--- src/rtl/core/rgbhsl_pkg.sv ---
package rgbhsl_pkg;

    // Hue is carried in 1/64 degree units.
    localparam int HUE_BITS = 15;

    // Sixty degrees and one full turn in hue units.
    localparam int SIXTY_DEG = 3840;
    localparam int FULL_TURN = 23040;

    // Bits needed for the fractional hue quotient, which never exceeds SIXTY_DEG.
    localparam int HUE_QUO_BITS = 12;

    // Color sector picked by the largest component.
    typedef enum logic [1:0] {
        SECT_RED,
        SECT_GREEN,
        SECT_BLUE
    } sector_t;

endpackage

--- src/rtl/core/rgbhsl_rgb_if.sv ---
interface rgbhsl_rgb_if #(
    parameter int COLOR_BITS = 8
);

    logic                  valid;
    logic                  ready;
    logic [COLOR_BITS-1:0] red;
    logic [COLOR_BITS-1:0] green;
    logic [COLOR_BITS-1:0] blue;

    modport source (
        output valid,
        output red,
        output green,
        output blue,
        input  ready
    );

    modport sink (
        input  valid,
        input  red,
        input  green,
        input  blue,
        output ready
    );

endinterface

--- src/rtl/core/rgbhsl_hsl_if.sv ---
interface rgbhsl_hsl_if
    import rgbhsl_pkg::*;
#(
    parameter int COLOR_BITS = 8
);

    logic                  valid;
    logic                  ready;
    logic [HUE_BITS-1:0]   hue;
    logic [COLOR_BITS-1:0] saturation;
    logic [COLOR_BITS:0]   lightness;

    modport source (
        output valid,
        output hue,
        output saturation,
        output lightness,
        input  ready
    );

    modport sink (
        input  valid,
        input  hue,
        input  saturation,
        input  lightness,
        output ready
    );

endinterface

--- src/rtl/core/rgb_to_hsl_converter.sv ---
// RGB to HSL pixel converter. Each request carries one pixel as red, green and blue
// of COLOR_BITS bits (all ones means 1.0) and yields one result: hue in 1/64 degree
// (0 to 23039), saturation scaled to all ones, and lightness as max plus min. The
// block accepts one pixel every clock unless the output stalls, and returns results
// in order. One stage finds max, min and the hue difference, one stage forms the
// dividends and the saturation divisor, then two restoring dividers, hue and
// saturation side by side, resolve one quotient bit per stage, and a last stage
// assembles the hue and drives the output register. Every stage holds its own valid
// bit, so bubbles close up while the output stalls.
module rgb_to_hsl_converter
    import rgbhsl_pkg::*;
#(
    parameter int COLOR_BITS = 8
) (
    input  logic          clk,
    input  logic          rst_n,
    rgbhsl_rgb_if.sink    rgb,
    rgbhsl_hsl_if.source  hsl
);

    localparam int CB   = COLOR_BITS;
    // Quotient bits resolved by the divider pipeline.
    localparam int QB   = (CB > HUE_QUO_BITS) ? CB : HUE_QUO_BITS;
    // Remainder width, wide enough for both dividends and shifted divisors.
    localparam int RW   = CB + QB;
    // Front stage, dividend stage, QB divider stages, output stage.
    localparam int NSTG = QB + 3;
    localparam int OUT  = NSTG - 1;

    localparam logic [CB-1:0] FULL = '1;

    typedef struct packed {
        sector_t       sect;
        logic          negf;
        logic [CB-1:0] mag;
        logic [CB-1:0] dlt;
        logic [CB:0]   sum;
    } front_t;

    typedef struct packed {
        logic [RW-1:0] rem_h;
        logic [RW-1:0] rem_s;
        logic [CB-1:0] dlt;
        logic [CB-1:0] den;
        logic [QB-1:0] q_h;
        logic [QB-1:0] q_s;
        sector_t       sect;
        logic          negf;
        logic          grey;
        logic [CB:0]   sum;
    } div_t;

    logic [NSTG-1:0]     vld_reg;
    logic [NSTG-1:0]     en;
    front_t              front_reg;
    front_t              front_next;
    div_t                div_reg [0:QB];
    div_t                div_next;
    logic [HUE_BITS-1:0] hue_reg;
    logic [HUE_BITS-1:0] hue_next;
    logic [CB-1:0]       sat_reg;
    logic [CB:0]         lit_reg;

    // A stage may load when it is empty or when its content moves on.
    always_comb
    begin
        en[OUT] = !vld_reg[OUT] || hsl.ready;
        for (int k = OUT - 1; k >= 0; k--)
        begin
            en[k] = !vld_reg[k] || en[k + 1];
        end
    end

    assign rgb.ready = en[0];

    // Valid bits travel with the data.
    always_ff @(posedge clk or negedge rst_n)
    begin
        if (!rst_n)
        begin
            vld_reg <= '0;
        end
        else
        begin
            if (en[0])
            begin
                vld_reg[0] <= rgb.valid;
            end
            for (int k = 1; k < NSTG; k++)
            begin
                if (en[k])
                begin
                    vld_reg[k] <= vld_reg[k - 1];
                end
            end
        end
    end

    // Front stage: max, min, sector, signed hue difference, delta and sum.
    always_comb
    begin
        logic [CB-1:0] hi;
        logic [CB-1:0] lo;
        logic [CB-1:0] pos;
        logic [CB-1:0] neg;
        hi = rgb.red;
        lo = rgb.red;
        if (rgb.green > hi)
        begin
            hi = rgb.green;
        end
        if (rgb.blue > hi)
        begin
            hi = rgb.blue;
        end
        if (rgb.green < lo)
        begin
            lo = rgb.green;
        end
        if (rgb.blue < lo)
        begin
            lo = rgb.blue;
        end
        // The first component equal to the maximum picks the sector.
        if (rgb.red >= rgb.green && rgb.red >= rgb.blue)
        begin
            front_next.sect = SECT_RED;
            pos = rgb.green;
            neg = rgb.blue;
        end
        else if (rgb.green >= rgb.blue)
        begin
            front_next.sect = SECT_GREEN;
            pos = rgb.blue;
            neg = rgb.red;
        end
        else
        begin
            front_next.sect = SECT_BLUE;
            pos = rgb.red;
            neg = rgb.green;
        end
        front_next.negf = pos < neg;
        front_next.mag  = (pos >= neg) ? (pos - neg) : (neg - pos);
        front_next.dlt  = hi - lo;
        front_next.sum  = {1'b0, hi} + {1'b0, lo};
    end

    always_ff @(posedge clk)
    begin
        if (en[0])
        begin
            front_reg <= front_next;
        end
    end

    // Dividend stage: scaled hue difference, scaled delta and saturation divisor.
    always_comb
    begin
        logic [CB:0] twice_full;
        logic [CB:0] den_wide;
        twice_full = {FULL, 1'b0};
        den_wide   = (front_reg.sum >= {1'b0, FULL}) ? (twice_full - front_reg.sum)
                                                     : front_reg.sum;
        div_next.rem_h = RW'(front_reg.mag) * RW'(SIXTY_DEG);
        div_next.rem_s = (RW'(front_reg.dlt) << CB) - RW'(front_reg.dlt);
        div_next.dlt   = front_reg.dlt;
        div_next.den   = den_wide[CB-1:0];
        div_next.q_h   = '0;
        div_next.q_s   = '0;
        div_next.sect  = front_reg.sect;
        div_next.negf  = front_reg.negf;
        div_next.grey  = (front_reg.dlt == '0);
        div_next.sum   = front_reg.sum;
    end

    always_ff @(posedge clk)
    begin
        if (en[1])
        begin
            div_reg[0] <= div_next;
        end
    end

    // Divider stages: each resolves one quotient bit of both divisions.
    for (genvar j = 1; j <= QB; j++)
    begin : g_div
        localparam int BITP = QB - j;

        logic [RW:0] trial_h;
        logic [RW:0] trial_s;
        div_t        step;

        always_comb
        begin
            trial_h = {1'b0, div_reg[j-1].rem_h} - {1'b0, RW'(div_reg[j-1].dlt) << BITP};
            trial_s = {1'b0, div_reg[j-1].rem_s} - {1'b0, RW'(div_reg[j-1].den) << BITP};
            step    = div_reg[j-1];
            if (!trial_h[RW])
            begin
                step.rem_h     = trial_h[RW-1:0];
                step.q_h[BITP] = 1'b1;
            end
            if (!trial_s[RW])
            begin
                step.rem_s     = trial_s[RW-1:0];
                step.q_s[BITP] = 1'b1;
            end
        end

        always_ff @(posedge clk)
        begin
            if (en[j + 1])
            begin
                div_reg[j] <= step;
            end
        end
    end

    // Output stage: sector offset plus or minus the fraction, wrapped into one turn.
    always_comb
    begin
        logic [HUE_BITS-1:0] frac;
        frac = HUE_BITS'(div_reg[QB].q_h);
        case (div_reg[QB].sect)
            SECT_RED:
            begin
                // A negative fraction that truncates to zero leaves the hue at zero.
                hue_next = (div_reg[QB].negf && frac != '0) ? (HUE_BITS'(FULL_TURN) - frac)
                                                            : frac;
            end
            SECT_GREEN:
            begin
                hue_next = div_reg[QB].negf ? (HUE_BITS'(2 * SIXTY_DEG) - frac)
                                            : (HUE_BITS'(2 * SIXTY_DEG) + frac);
            end
            SECT_BLUE:
            begin
                hue_next = div_reg[QB].negf ? (HUE_BITS'(4 * SIXTY_DEG) - frac)
                                            : (HUE_BITS'(4 * SIXTY_DEG) + frac);
            end
            default:
            begin
                hue_next = '0;
            end
        endcase
        if (div_reg[QB].grey)
        begin
            hue_next = '0;
        end
    end

    always_ff @(posedge clk)
    begin
        if (en[OUT])
        begin
            hue_reg <= hue_next;
            sat_reg <= div_reg[QB].grey ? '0 : div_reg[QB].q_s[CB-1:0];
            lit_reg <= div_reg[QB].sum;
        end
    end

    assign hsl.valid      = vld_reg[OUT];
    assign hsl.hue        = hue_reg;
    assign hsl.saturation = sat_reg;
    assign hsl.lightness  = lit_reg;

`ifndef NO_ASSERTIONS
    // A finished hue division leaves a remainder below the divisor.
    a_hue_rem: assert property (@(posedge clk) disable iff (!rst_n)
        vld_reg[QB + 1] && !div_reg[QB].grey |-> div_reg[QB].rem_h < RW'(div_reg[QB].dlt))
        else $error("hue remainder not below delta");

    // A finished saturation division leaves a remainder below the divisor.
    a_sat_rem: assert property (@(posedge clk) disable iff (!rst_n)
        vld_reg[QB + 1] && !div_reg[QB].grey |-> div_reg[QB].rem_s < RW'(div_reg[QB].den))
        else $error("saturation remainder not below divisor");

    // The assembled hue always lies within one turn.
    a_hue_range: assert property (@(posedge clk) disable iff (!rst_n)
        hsl.valid |-> hsl.hue < HUE_BITS'(FULL_TURN))
        else $error("hue outside one turn");

    // Black and white pixels carry no saturation.
    a_bw_sat: assert property (@(posedge clk) disable iff (!rst_n)
        hsl.valid && (hsl.lightness == '0 || hsl.lightness == {FULL, 1'b0})
        |-> hsl.saturation == '0)
        else $error("black or white pixel with saturation");

    // A stalled output stage holds back the stage behind it.
    a_stall: assert property (@(posedge clk) disable iff (!rst_n)
        vld_reg[OUT] && !hsl.ready && vld_reg[OUT - 1] |-> !en[OUT - 1])
        else $error("stage advanced into a stalled output");
`endif

endmodule

--- src/flat_wrapper.sv ---
// flat-port wrapper written by rule: the top's interface ports become plain ports
module rgb_to_hsl_converter_flat import rgbhsl_pkg::*;
#(
    parameter int COLOR_BITS = 8
)
  (clk, rst_n, rgb_valid, rgb_red, rgb_green, rgb_blue, rgb_ready, hsl_valid, hsl_hue, hsl_saturation, hsl_lightness, hsl_ready);
  rgbhsl_rgb_if #(.COLOR_BITS(COLOR_BITS)) rgb_i ();
  rgbhsl_hsl_if #(.COLOR_BITS(COLOR_BITS)) hsl_i ();
  input  logic clk;
  input  logic rst_n;
  input wire logic [$bits(rgb_i.valid)-1:0] rgb_valid;
  input wire logic [$bits(rgb_i.red)-1:0] rgb_red;
  input wire logic [$bits(rgb_i.green)-1:0] rgb_green;
  input wire logic [$bits(rgb_i.blue)-1:0] rgb_blue;
  output wire logic [$bits(rgb_i.ready)-1:0] rgb_ready;
  output wire logic [$bits(hsl_i.valid)-1:0] hsl_valid;
  output wire logic [$bits(hsl_i.hue)-1:0] hsl_hue;
  output wire logic [$bits(hsl_i.saturation)-1:0] hsl_saturation;
  output wire logic [$bits(hsl_i.lightness)-1:0] hsl_lightness;
  input wire logic [$bits(hsl_i.ready)-1:0] hsl_ready;
  assign rgb_i.valid = rgb_valid;
  assign rgb_i.red = rgb_red;
  assign rgb_i.green = rgb_green;
  assign rgb_i.blue = rgb_blue;
  assign rgb_ready = rgb_i.ready;
  assign hsl_valid = hsl_i.valid;
  assign hsl_hue = hsl_i.hue;
  assign hsl_saturation = hsl_i.saturation;
  assign hsl_lightness = hsl_i.lightness;
  assign hsl_i.ready = hsl_ready;
  rgb_to_hsl_converter #(.COLOR_BITS(COLOR_BITS)) u_core (.clk(clk), .rst_n(rst_n), .rgb(rgb_i), .hsl(hsl_i));
endmodule
--- config.mk ---
export PLATFORM = sky130hd
export DESIGN_NAME = rgb_to_hsl_converter_flat
export DESIGN_NICKNAME = d
export VERILOG_FILES = /design/src/rtl/core/rgbhsl_pkg.sv /design/src/rtl/core/rgbhsl_rgb_if.sv /design/src/rtl/core/rgbhsl_hsl_if.sv /design/src/rtl/core/rgb_to_hsl_converter.sv /design/src/flat_wrapper.sv
export SDC_FILE = /design/constraint.sdc
export NUM_CORES = 1
export LEC_CHECK = 0
export ABC_AREA = 1
export ABC_CLOCK_PERIOD_IN_PS = 11000
export BUFFER_PORTS_ARGS = -buffer_cell sky130_fd_sc_hd__buf_2
export CAP_MARGIN = 5
export CORE_MARGIN = 2
export CORE_UTILIZATION = 35
export DETAILED_ROUTE_END_ITERATION = 7
export SLEW_MARGIN = 20
export SYNTH_ARGS = -nofsm -noshare
export SYNTH_HDL_FRONTEND = slang
export SYNTH_SLANG_ARGS = --single-unit
--- constraint.sdc ---
create_clock -name clk -period 11 [get_ports clk]
set_input_delay 1.65 -clock clk [delete_from_list [all_inputs] [get_ports clk]]
set_output_delay 1.65 -clock clk [all_outputs]
set_load 0.03 [all_outputs]
Word level (Yosys, flattened, before mapping)
Memory sizes are Yosys's and may differ from the RTL's.
Cells that the tools add are included.

cells by class
  multipliers = 1
  mux-type cells = 89
  equal/unequal tests = 2
  reduce and logical (&&, ||, !) cells = 35
  magnitude comparators = 10
  add/subtract/negate cells = 35

operators with widths
  kind                                            count
  2-to-1 mux 20 bit                               24
  2-to-1 mux 8 bit                                10
  2-to-1 mux 1 bit                                50
  2-to-1 mux 15 bit                               3
  case mux 15 bit (3 select lines)                1
  subtractor 20 x 10 -> 21 bit                    2
  subtractor 20 x 11 -> 21 bit                    2
  subtractor 20 x 12 -> 21 bit                    2
  subtractor 20 x 13 -> 21 bit                    2
  subtractor 20 x 14 -> 21 bit                    2
  subtractor 20 x 15 -> 21 bit                    2
  subtractor 20 x 16 -> 21 bit                    2
  subtractor 20 x 17 -> 21 bit                    2
  subtractor 20 x 18 -> 21 bit                    2
  subtractor 20 x 19 -> 21 bit                    2
  subtractor 20 x 8 -> 21 bit                     2
  subtractor 20 x 9 -> 21 bit                     2
  greater-or-equal comparator 8 bit               4
  < comparator 8 bit                              3
  subtractor 8 bit                                3
  subtractor 16 x 8 -> 17 bit                     1
  greater-than comparator 8 bit                   2
  adder 14 x 12 -> 15 bit (first input constant)  1
  zero test 1 bit                                 15
  other kinds (16)                                31

word-level totals
  input bits = 28
  memories kept = 1
  bits in writable memories = 1209
  register bits after elaboration = 75
  word-level logic and storage cells = 196

memories
  name            words  width  rd ports  clocked after memory_dff  write ports  RTL line                    text
  u_core.div_reg  13     93     13        0                         13           rgb_to_hsl_converter.sv:57  div_t div_reg [0:QB];

Logic depth before layout (Yosys ltp)
Gate-level depths: netlist of run 1.

  word-level depth = 17
  mapped depth = 33
  mapped depth without buffers = 31

Least setup slack after synthesis of run 1
OpenSTA, ideal clock, no wires.

  path type = in2out
  from = input hsl_ready
  to = output rgb_ready
  stages = 18
  slack = 2.204 ns
  buffers on the path = 0
  arrival time = 7.146 ns
  cell sequence = nor2_2 inv_2 nor2_2 inv_2 nor2_2 inv_2 nor2_4 nand2_4 nor2_4 nand2_4 nor2_4 nand2_4 nor2_4 nand2_4 nor2_4 nand2_4 nor2_4 nand2_2

on the way
  longest elaborated chain between the ends = 15

ends and longest elaborated chain
  what                            RTL line                    text
  start, declared                 flat_wrapper.sv:20          input wire logic [$bits(hsl_i.ready)-1:0] hsl_ready;
  logical OR 1 bit                rgb_to_hsl_converter.sv:67  en[OUT] = !vld_reg[OUT] || hsl.ready;
  net u_core.en[14]               rgb_to_hsl_converter.sv:54  logic [NSTG-1:0] en;
  logical OR 1 bit                rgb_to_hsl_converter.sv:70  en[k] = !vld_reg[k] || en[k + 1];
  net u_core.en[13]               rgb_to_hsl_converter.sv:54
  logical OR 1 bit                rgb_to_hsl_converter.sv:70
  net u_core.en[12]               rgb_to_hsl_converter.sv:54
  logical OR 1 bit (2 in series)  rgb_to_hsl_converter.sv:70
  net u_core.en[10]               rgb_to_hsl_converter.sv:54
  logical OR 1 bit (2 in series)  rgb_to_hsl_converter.sv:70
  net u_core.en[8]                rgb_to_hsl_converter.sv:54
  logical OR 1 bit (2 in series)  rgb_to_hsl_converter.sv:70
  net u_core.en[6]                rgb_to_hsl_converter.sv:54
  logical OR 1 bit (2 in series)  rgb_to_hsl_converter.sv:70
  net u_core.en[4]                rgb_to_hsl_converter.sv:54
  logical OR 1 bit (2 in series)  rgb_to_hsl_converter.sv:70
  net u_core.en[2]                rgb_to_hsl_converter.sv:54
  logical OR 1 bit (2 in series)  rgb_to_hsl_converter.sv:70
  end, declared                   flat_wrapper.sv:15          output wire logic [$bits(rgb_i.ready)-1:0] rgb_ready;

The timed path passes the listed nets, and every way through them passes these cells.

Worst setup path in the final report of run 1
Same ends and word-level chain as after synthesis.

==> reports/qor.csv, run 1 <==
metric;value;unit
status;finished, final reports clean;
final setup vio count;0;
CTS H-tree lvls;3;
LEAKAGE;20.4;nW
DRC viols;0;
Setup TNS Final;0;ns
Mapped Cells;3747;
largest net degree at the start of global routing;75;
vias per inst;4.45;
vias in the first global route;25200;
Bufs and invs on worst path;5;
Worst EP arrival;6.95;ns
FP Rows;130;
MaxCap Viol Count;0;
most used cell, CP;nor2_4;
CP Max Fanout;67;
Synth Flop Type;edfxtp_1;
hold buffers post-CTS;0;
Tcrit/Tclk final;78.1;%
GP Congestion;0.822;
FFs w/ async S/R, synth;1.63;%
power density over the cells;339;nW/um^2
post-CTS setup buffer count;0;
CTS sink count;922;
Max Root-Sink Buffers;3;
initial antenna violation count;0;
antenna diode count;0;
EDFF count, synth;907;
CTS tree;yes;
Die W;359;um
Yosys warnings;0;
most common cell after layout, fill and taps aside;edfxtp_1;
Initial DRC Count;1310;
Worst Tran Pin Value;0.941;ns
CP delay by family, top;simple AND/OR/NAND/NOR gates;
Die Ht;359;um
crit path capture type;output port;
Num CTS Buffers;95;
startpoint class of the critical path;input port;
Clock Skews;0.0179;ns
sequential area share after synthesis;62.5;%
final WL;66500;um
clk root buf;clkbuf_16;
ratio of cells with drive above 1 in the final layout;6.68;%
PostCTS Resize Cnt;0;
DR pass1 iterations;6;
R2R Setup Slk;5.39;ns
first-pass GRT wire length;116000;um
slowest stage delay, CP;0.44;ns
Largest register FFs;848;
crit path kind;in2out;
hpwl dp;49400;um
Mapped Area;44200;sq um
Top Ports;62;
Max-Slew Margin vs Limit;36.9;%
clk slew on worst S/H paths;0.06;ns
Slowest-stage cell, CP;nand2_4;
nets;4225;
Hold Worst Slack;0.405;ns
DIE AREA;129000;sq um
Worst VDD drop;0.000167;V
PortBufs;61;
min Tclk post-route;8.60;ns
syn_nets;4095;
final core occ;39.4;%
total number of vias;25000;
synthesized flop and latch total;922;
crit path cell chain;buf_2 -> nor2_2 -> inv_2 -> nor2_2 -> inv_2 -> nor2_2 -> clkinv_2 -> nor2_4 -> nand2_4 -> nor2_4 -> nand2_4 -> nor2_4 -> nand2_4 -> nor2_4 -> nand2_4 -> nor2_4 -> nand2_4 -> nor2_4 -> nand2_2 -> buf_2;
most frequent cells in the layout;907 x edfxtp_1, 539 x inv_1, 513 x nand2_1;
total track usage;10.5;%
Min-Delay Path Class;reg2reg;
WP data required;9.35;ns
Peak Freq;0.116;GHz
core footprint;125000;sq um
Clk Latency, worst-skew pair;0.64;ns
Yosys cell types;60;
area delta synth->final;11.8;%
RSZ-0062 raised after global routing;false;
GRT overflow;0;
antenna viol nets, final;0;
Slew Limit Fails;0;
Avg Cell Area, Syn;11.8;sq um
Initial Util;35.2;%
Avg WL per Cell;11.9;um
Fin. Hold Viols;0;
## final timing paths
check	end	cells past startpoint	startpoint
worst min-delay path	u_core.div_reg[1][215]	0	u_core.div_reg[1][122]
worst max register to register	u_core.div_next[3]	19	u_core.vld_reg[14]
min in group asynchronous	u_core.vld_reg[5]	1	rst_n
worst min register to register	u_core.div_reg[1][215]	0	u_core.div_reg[1][122]
max in group asynchronous	u_core.vld_reg[14]	1	rst_n
worst max-delay path	rgb_ready	20	hsl_ready
## metal layers
metal	global-route usage [%]	share of wire (%)	wire length (um)
met1	12.4	44	29100
met4	4.36	3.0	1980
met3	1.70	3.4	2270
met5	0	0	0
met2	18.9	50	33200
## final cells by class
cell class              instances  area [sq um]
fillers                     11700         76000
multi-input cells            2235         14300
flip-flops and latches        922         27600
inverters                     553          2080
repair buffers                 70           373
clock buffers                 121          2560
well taps                    1650          2060
clock inverters                50           373
## power breakdown
part           switching (mW)  total [mW]  leakage (nW)  internal (mW)
Clock                    1.25        2.98          1.41           1.73
Combinational            3.73        6.50          9.55           2.77
Sequential              0.869        7.25          9.39           6.39
## cell usage after synthesis (all sizes together), types with 5 or more instances
library cell	n	area, sq um
nand3	94	475
a21oi	256	1280
nor2	327	1310
ha	281	3520
o31ai	8	60.1
xnor2	93	815
clkbuf	24	90.1
o21ai	262	1330
buf	13	62.6
a21o	8	60.1
o21bai	18	135
xor2	153	1340
nor4	6	37.5
nand3b	19	143
inv	552	2070
or2	14	87.6
o221ai	6	52.6
o211ai	10	75.1
dfrtp	15	375
o22ai	5	31.3
a211oi	15	113
edfxtp	907	27200
mux2i	5	50.1
a31oi	5	31.3
and2	6	37.5
a221oi	5	50.0
fa	39	781
nor3	40	215
nand4	12	81.3
nand2	523	2010
## per-stage QoR
step | total power, mW | cell area [sq um] | setup slack (ns) | instances
global route | 18.3 | 49400 | 1.61 | 5601
global placement | 13.7 | 46500 | 2.23 | 5430
CTS | 17.0 | 49400 | 2.11 | 5601
floorplan | 12.4 | 44200 | 2.20 | 3747
detailed placement | 13.9 | 46500 | 2.12 | 5430
finish | 16.7 | 49400 | 2.40 | 5601
## kinds of logic after synthesis
| kind of cell | after synthesis | synth area share, % |
|---|---|---|
| AND/OR/NAND/NOR | 1047 | 10.1 |
| adder cells (fa/ha/maj) | 320 | 9.73 |
| flip-flops | 922 | 62.5 |
| other | 1 | 0.00849 |
| multiplexers | 8 | 0.190 |
| AO/OA/AOI/OAI | 613 | 7.58 |
| XOR/XNOR | 246 | 4.88 |
| buffers and inverters | 590 | 5.05 |
Power figures use the tool's default switching activity.
==> run 2: changes to the inputs <==
--- a/config.mk
+++ b/config.mk
@@ -6,7 +6,7 @@
 export NUM_CORES = 1
 export LEC_CHECK = 0
 export ABC_AREA = 1
-export ABC_CLOCK_PERIOD_IN_PS = 11000
+export ABC_CLOCK_PERIOD_IN_PS = 8800
 export BUFFER_PORTS_ARGS = -buffer_cell sky130_fd_sc_hd__buf_2
 export CAP_MARGIN = 5
 export CORE_MARGIN = 2
==> constraint.sdc (replaced) <==
create_clock -name clk -period 8.8 [get_ports clk]
set_input_delay 1.32 -clock clk [delete_from_list [all_inputs] [get_ports clk]]
set_output_delay 1.32 -clock clk [all_outputs]
set_load 0.03 [all_outputs]
==> run 2 against run 1 <==
Against the previous run: power up 26%; final cell count about the same; clock power increased by 28%; sequential power is 25% higher; die area stayed put; sequential share of layout area is 0.11 points lower; non-clock buffer count is 4 higher; count of clock-buffer cells in the layout grew 2; cell area up 0.20%; global-route usage increased by 0.26 points; via count up 0.49%; wire length rose by 2.7%; largest power group unchanged.
==> reports/qor.csv, run 2 (same netlist as run 1, synthesis figures left out) <==
metric;value;unit;change
Top Ports;62;;unchanged
most frequent cells in the layout;907 x edfxtp_1, 539 x inv_1, 513 x nand2_1;;
antenna diode count;0;;unchanged
antenna viol nets, final;0;;unchanged
PostCTS Resize Cnt;0;;unchanged
DR pass1 iterations;5;;-1
CTS H-tree lvls;3;;unchanged
MaxCap Viol Count;0;;unchanged
hold depth;0;;unchanged
Worst Tran Pin Value;0.966;ns;+0.0247 ns
vias per inst;4.48;;+0.46%
HP Start;u_core.div_reg[1][29];;
power density over the cells;425;nW/um^2;+25%
RR Endpoint;u_core.div_next[46];;
GP Congestion;0.791;;-3.8%
Initial Util;35.2;%;unchanged
startpoint class of the critical path;input port;;
Comb pwr share;38.8;%;about the same
status;finished, final reports clean;;
Max-Slew Margin vs Limit;35.3;%;-1.7 points
Clock Power Share;18.2;%;+0.4 points
R2R Setup Slk;4.17;ns;-1.22 ns
ratio of cells with drive above 1 in the final layout;6.80;%;+0.12 points
Clock Skews;0.0314;ns;+0.0135 ns
final WL;68300;um;+2.7%
Place WS;1.61;ns;-0.511 ns
final setup vio count;0;;unchanged
PortBufs;61;;unchanged
Worst EP arrival;5.62;ns;-1.33 ns
Num CTS Buffers;96;;+1.1%
Fin. Hold Viols;0;;unchanged
Clk Latency, worst-skew pair;0.65;ns;about the same
LEAKAGE;20.4;nW;+0.32%
CTS tree;yes;;
Peak Freq;0.144;GHz;
Die W;359;um;unchanged
Min-Delay Path Class;reg2reg;;
hold buffers post-CTS;0;;unchanged
final worst slack;1.86;ns;-0.540 ns
largest net degree at the start of global routing;71;;-5.3%
FF-to-FF Start;u_core.vld_reg[14];;
core footprint;125000;sq um;unchanged
post-CTS setup buffer count;0;;unchanged
CTS sink count;922;;unchanged
nets;4230;;+0.12%
WP data required;7.48;ns;-1.87 ns
FP Rows;130;;unchanged
DIE AREA;129000;sq um;unchanged
internal power;13.7;mW;+26%
DRC viols;0;;unchanged
Worst VDD drop;0.000189;V;+13%
clk slew on worst S/H paths;0.06;ns;about the same
CP Max Fanout;61;;-9.0%
clk root buf;clkbuf_16;;
Min-Delay Endpoint;u_core.div_reg[1][122];;
crit path kind;in2out;;
Largest register FFs;848;;unchanged
Avg WL per Cell;12.2;um;+2.7%
Tcrit/Tclk final;78.8;%;
vias in the first global route;25400;;+0.77%
switch share;34.8;%;-0.12 points
Max Root-Sink Buffers;3;;unchanged
crit path capture type;output port;;
FF-to-FF path depth;19;;unchanged
hpwl dp;50800;um;+2.9%
dpl cell area;46500;sq um;about the same
Slew Limit Fails;0;;unchanged
GRT overflow;0;;unchanged
Die Ht;359;um;unchanged
total track usage;10.8;%;+0.26 points
Seq pwr share;43.0;%;-0.3 points
fin area;49500;sq um;+0.20%
area delta synth->final;12.0;%;
first-pass GRT wire length;118000;um;+2.0%
min Tclk post-route;6.94;ns;
total number of vias;25100;;+0.49%
switching power;7.32;mW;+25%
Setup TNS Final;0;ns;unchanged
Initial DRC Count;1210;;-7.6%
initial antenna violation count;0;;unchanged
most common cell after layout, fill and taps aside;edfxtp_1;;
RSZ-0062 raised after global routing;false;;
## run 2: worst max-delay path by stage
stage	slack, ns	startpoint	cells after the start	endpoint
2_1_floorplan	0.66	hsl_ready	18	rgb_ready
3_3_place_gp	1.68	hsl_ready	20	rgb_ready
3_5_place_dp	1.61	hsl_ready	20	rgb_ready
4_1_cts	1.61	hsl_ready	20	rgb_ready
5_1_grt	1.27	hsl_ready	20	rgb_ready
6_report	1.86	hsl_ready	20	rgb_ready
## run 2: layer usage
metal	GRT usage (%)	part of all wire [%]
met1	12.5	43
met4	3.50	2.5
met2	20.0	51
met5	0	0
met3	1.84	3.5
## run 2: power groups by stage
| stage | Clock (mW) | Sequential [mW] | Combinational, mW |
|---|---|---|---|
| after global routing | 4.12 | 9.32 | 9.51 |
| after CTS | 3.95 | 9.07 | 8.25 |
| after floorplan | 0 | 8.82 | 6.67 |
| after global placement | 0 | 9.09 | 7.96 |
| final | 3.82 | 9.03 | 8.15 |
| after detailed placement | 0 | 9.15 | 8.20 |
## run 2: layout make-up
type / instances / area, sq um
fill: 11700 / 75900
clock inverter: 46 / 453
inverter: 553 / 2080
clock buffer: 123 / 2550
sequential: 922 / 27600
tap: 1650 / 2060
multi-input combinational: 2235 / 14300
timing repair buffer: 74 / 403
## run 2: critical path, stage by stage
cell and delay, ns:
buf_2 0.10, nor2_2 0.10, inv_2 0.27, nor2_2 0.19, inv_2 0.32, nor2_2 0.21
clkinv_2 0.32, nor2_4 0.24, nand2_4 0.16, nor2_4 0.16, nand2_4 0.13, nor2_4 0.15
nand2_4 0.07, nor2_4 0.13, nand2_4 0.07, nor2_4 0.12, nand2_4 0.41, nor2_4 0.28
nand2_2 0.44, buf_2 0.36
## run 2: metrics by stage
stage                     instances  total power, mW  hold WS, ns  util [%]
final                          5603             21.0        0.405      39.5
after global routing           5603             23.0        0.417      39.5
after CTS                      5603             21.3        0.406      39.5
after detailed placement       5434             17.3        0.405      37.1
after global placement         5434             17.1        0.401      37.1
after floorplan                3747             15.5        0.400         -
==> run 3: changes to the inputs <==
--- a/config.mk
+++ b/config.mk
@@ -5,8 +5,8 @@
 export SDC_FILE = /design/constraint.sdc
 export NUM_CORES = 1
 export LEC_CHECK = 0
-export ABC_AREA = 1
-export ABC_CLOCK_PERIOD_IN_PS = 8800
+export ABC_AREA = 0
+export ABC_CLOCK_PERIOD_IN_PS = 6200
 export BUFFER_PORTS_ARGS = -buffer_cell sky130_fd_sc_hd__buf_2
 export CAP_MARGIN = 5
 export CORE_MARGIN = 2
==> constraint.sdc (replaced) <==
create_clock -name clk -period 6.2 [get_ports clk]
set_input_delay 0.93 -clock clk [delete_from_list [all_inputs] [get_ports clk]]
set_output_delay 0.93 -clock clk [all_outputs]
set_load 0.03 [all_outputs]
==> run 3 against run 2 <==
Against the previous run: sequential power increased by 42%; core utilization increased by 0.26 points; worst setup slack got worse by 1.1 ns; die area increased by 1.6%; critical path depth unchanged; non-clock buffer count increased by 36; sequential cell count unchanged; global-route usage increased by 0.094 points; largest cell class unchanged; largest power group unchanged; highest routed layer unchanged.
==> reports/qor.csv, run 3 <==
metric;value;unit;change
vias per inst;4.67;;+4.4%
area delta synth->final;12.6;%;
Max-Slew Margin vs Limit;29.1;%;-6.1 points
multi-input logic area;15700;sq um;+9.8%
antenna diode count;0;;unchanged
Fin. Hold Viols;0;;unchanged
min Tclk post-route;5.41;ns;
dominant cells by area after synthesis;edfxtp_1 61%, ha_1 7.8%, inv_1 3.0%;;
most common cell after layout, fill and taps aside;edfxtp_1;;
FF-to-FF Start;u_core.div_reg[0][518];;
Avg Cell Area, Syn;12.9;sq um;+9.5%
CP Max Fanout;14;;-77%
ratio of cells with drive above 1 in the final layout;9.71;%;+2.9 points
Largest register FFs;848;;unchanged
Die Ht;362;um;+0.82%
Fill cells;11700;;+0.10%
Min-Delay Path Class;in2async;;
Post-synth top cells;907 x edfxtp_1, 363 x inv_1, 281 x ha_1, 268 x nor2_1, 190 x nand2_1;;
largest net degree at the start of global routing;83;;+17%
Clk Latency, worst-skew pair;0.66;ns;about the same
RSZ-0062 raised after global routing;false;;
Peak Freq;0.185;GHz;
mux share of post-synthesis cell area;3.08;%;+2.9 points
clk slew on worst S/H paths;0.06;ns;about the same
final worst slack;0.795;ns;-1.07 ns
Pwr Total;30.1;mW;+43%
Worst Tran Pin Value;1.06;ns;+0.0935 ns
FFs w/ async S/R, synth;1.63;%;unchanged
Register Area;27600;sq um;unchanged
Yosys cell types;87;;+45%
nets;3976;;-6.0%
Slew Limit Fails;0;;unchanged
PortBufs;61;;unchanged
Post-Synth Adder-Cell Area;9.57;%;-0.16 points
total track usage;10.9;%;+0.094 points
Max Root-Sink Buffers;3;;unchanged
total number of vias;25100;;+0.016%
area share of the largest cell type after synthesis;60.7;%;-1.0 points
Initial DRC Count;919;;-24%
Avg WL per Cell;13.1;um;+7.8%
final WL;70600;um;+3.3%
FP Rows;131;;+0.77%
Num CTS Buffers;95;;-1.0%
DR pass1 iterations;5;;unchanged
CTS tree;yes;;
Synth Area in Compound Gates;8.74;%;+1.2 points
Initial Util;35.3;%;+0.037 points
Place WS;0.169;ns;-1.44 ns
Yosys warnings;0;;unchanged
GRT overflow;0;;unchanged
dpl cell area;47400;sq um;+2.1%
Mapped Area;44900;sq um;+1.7%
hold buffers post-CTS;0;;unchanged
area leader, netlist;edfxtp_1;;
DRC viols;0;;unchanged
crit path kind;in2reg;;
vias in the first global route;25400;;-0.17%
final setup vio count;0;;unchanged
Hold Worst Slack;0.194;ns;-0.211 ns
Cell Count, Final, Fillers Out;5370;;-4.2%
Cells after DPL;5191;;-4.5%
CTS sink count;922;;unchanged
sequential area share after synthesis;61.5;%;-1.0 points
xor and xnor area share after synthesis;3.78;%;-1.1 points
final core occ;39.7;%;+0.26 points
Setup TNS Final;0;ns;unchanged
R2R Setup Slk;2.68;ns;-1.49 ns
synthesized flop and latch total;922;;unchanged
hpwl dp;52000;um;+2.2%
first-pass GRT wire length;119000;um;+1.2%
Clock Skews;0.0278;ns;-0.00363 ns
LEAKAGE;20.1;nW;-1.4%
core footprint;127000;sq um;+1.6%
Simple-Gate Fraction of Synth Area;9.72;%;-0.33 points
GP Congestion;0.816;;+3.2%
syn_nets;3827;;-6.5%
startpoint class of the critical path;input port;;
most frequent cells in the layout;907 x edfxtp_1, 359 x inv_1, 281 x ha_1;;
Synth Flop Type;edfxtp_1;;
Die W;362;um;+0.82%
post-CTS setup buffer count;0;;unchanged
EDFF count, synth;907;;unchanged
Top Ports;62;;unchanged
Tcrit/Tclk final;87.2;%;
most numerous cell in the Yosys netlist;edfxtp_1;;
fin area;50600;sq um;+2.2%
Mapped Cells;3479;;-7.2%
power density over the cells;596;nW/um^2;+40%
clk root buf;clkbuf_16;;
DIE AREA;131000;sq um;+1.6%
CTS H-tree lvls;3;;unchanged
MaxCap Viol Count;0;;unchanged
Worst EP arrival;5.78;ns;+0.16 ns
RR Endpoint;u_core.div_reg[0][628];;
FF-to-FF path depth;11;;-8
crit path capture type;register;;
Worst VDD drop;0.000279;V;+48%
WP data required;6.58;ns;-0.90 ns
initial antenna violation count;0;;unchanged
antenna viol nets, final;0;;unchanged
status;finished, final reports clean;;
largest family of logic cells by synthesized area;simple AND/OR/NAND/NOR gates;;
PostCTS Resize Cnt;0;;unchanged
[run 3: layout make-up]
type	instances	area share [%]
clock buffers	127	5.08
clock inverters	50	1.02
inverters	364	2.70
multi-input cells	2135	31.1
flip-flops and latches	922	54.6
well taps	1662	4.11
repair buffers	110	1.38
[run 3: layer usage]
layer | GRT usage, % | wire length [um] | up-vias
met1 | 12.2 | 29800 | 11800
met5 | 0 | 0 | -
met2 | 20.8 | 37100 | 274
li1 | - | - | 12900
met4 | 3.17 | 1450 | 0
met3 | 1.78 | 2340 | 128
[run 3: cell families after synthesis]
family / Yosys count
AO/OA/AOI/OAI: 613
AND/OR/NAND/NOR: 879
multiplexers: 128
flip-flops: 922
buffers and inverters: 422
XOR/XNOR: 194
other: 1
adder cells (fa/ha/maj): 320
[run 3: how the worst max path moves through the flow]
stage	startpoint	end	slack, ns	cells past startpoint
global route	rgb_red[1]	u_core.div_next[52]	0.28	20
finish	rgb_red[1]	u_core.div_next[52]	0.79	20
detailed placement	rgb_red[1]	u_core.div_next[52]	0.17	20
floorplan	rgb_red[0]	u_core.front_reg[24]	0.47	23
CTS	rgb_red[1]	u_core.div_next[52]	0.88	20
global placement	rgb_red[1]	u_core.div_next[8]	0.19	24
[run 3: critical path, cell delays in order]
cell,delay (ns)
buf_2,0.15
inv_1,0.09
ha_1,0.28
nor2b_1,0.13
o211ai_1,0.24
a21o_1,0.20
and2_2,0.30
mux2i_1,0.41
ha_1,0.18
and4_1,0.16
o21ai_0,0.09
and2_1,0.19
a31oi_1,0.77
buf_4,0.29
a21oi_1,0.07
ha_1,0.44
nand2b_1,0.20
nor2_1,0.05
a2111oi_0,0.42
o311ai_1,0.17
[run 3: report_power, final]
group	leakage [nW]	internal, mW	switching, mW	total, mW
clock network	1.50	3.26	2.28	5.54
logic	9.21	5.54	6.21	11.8
registers	9.44	11.2	1.58	12.8
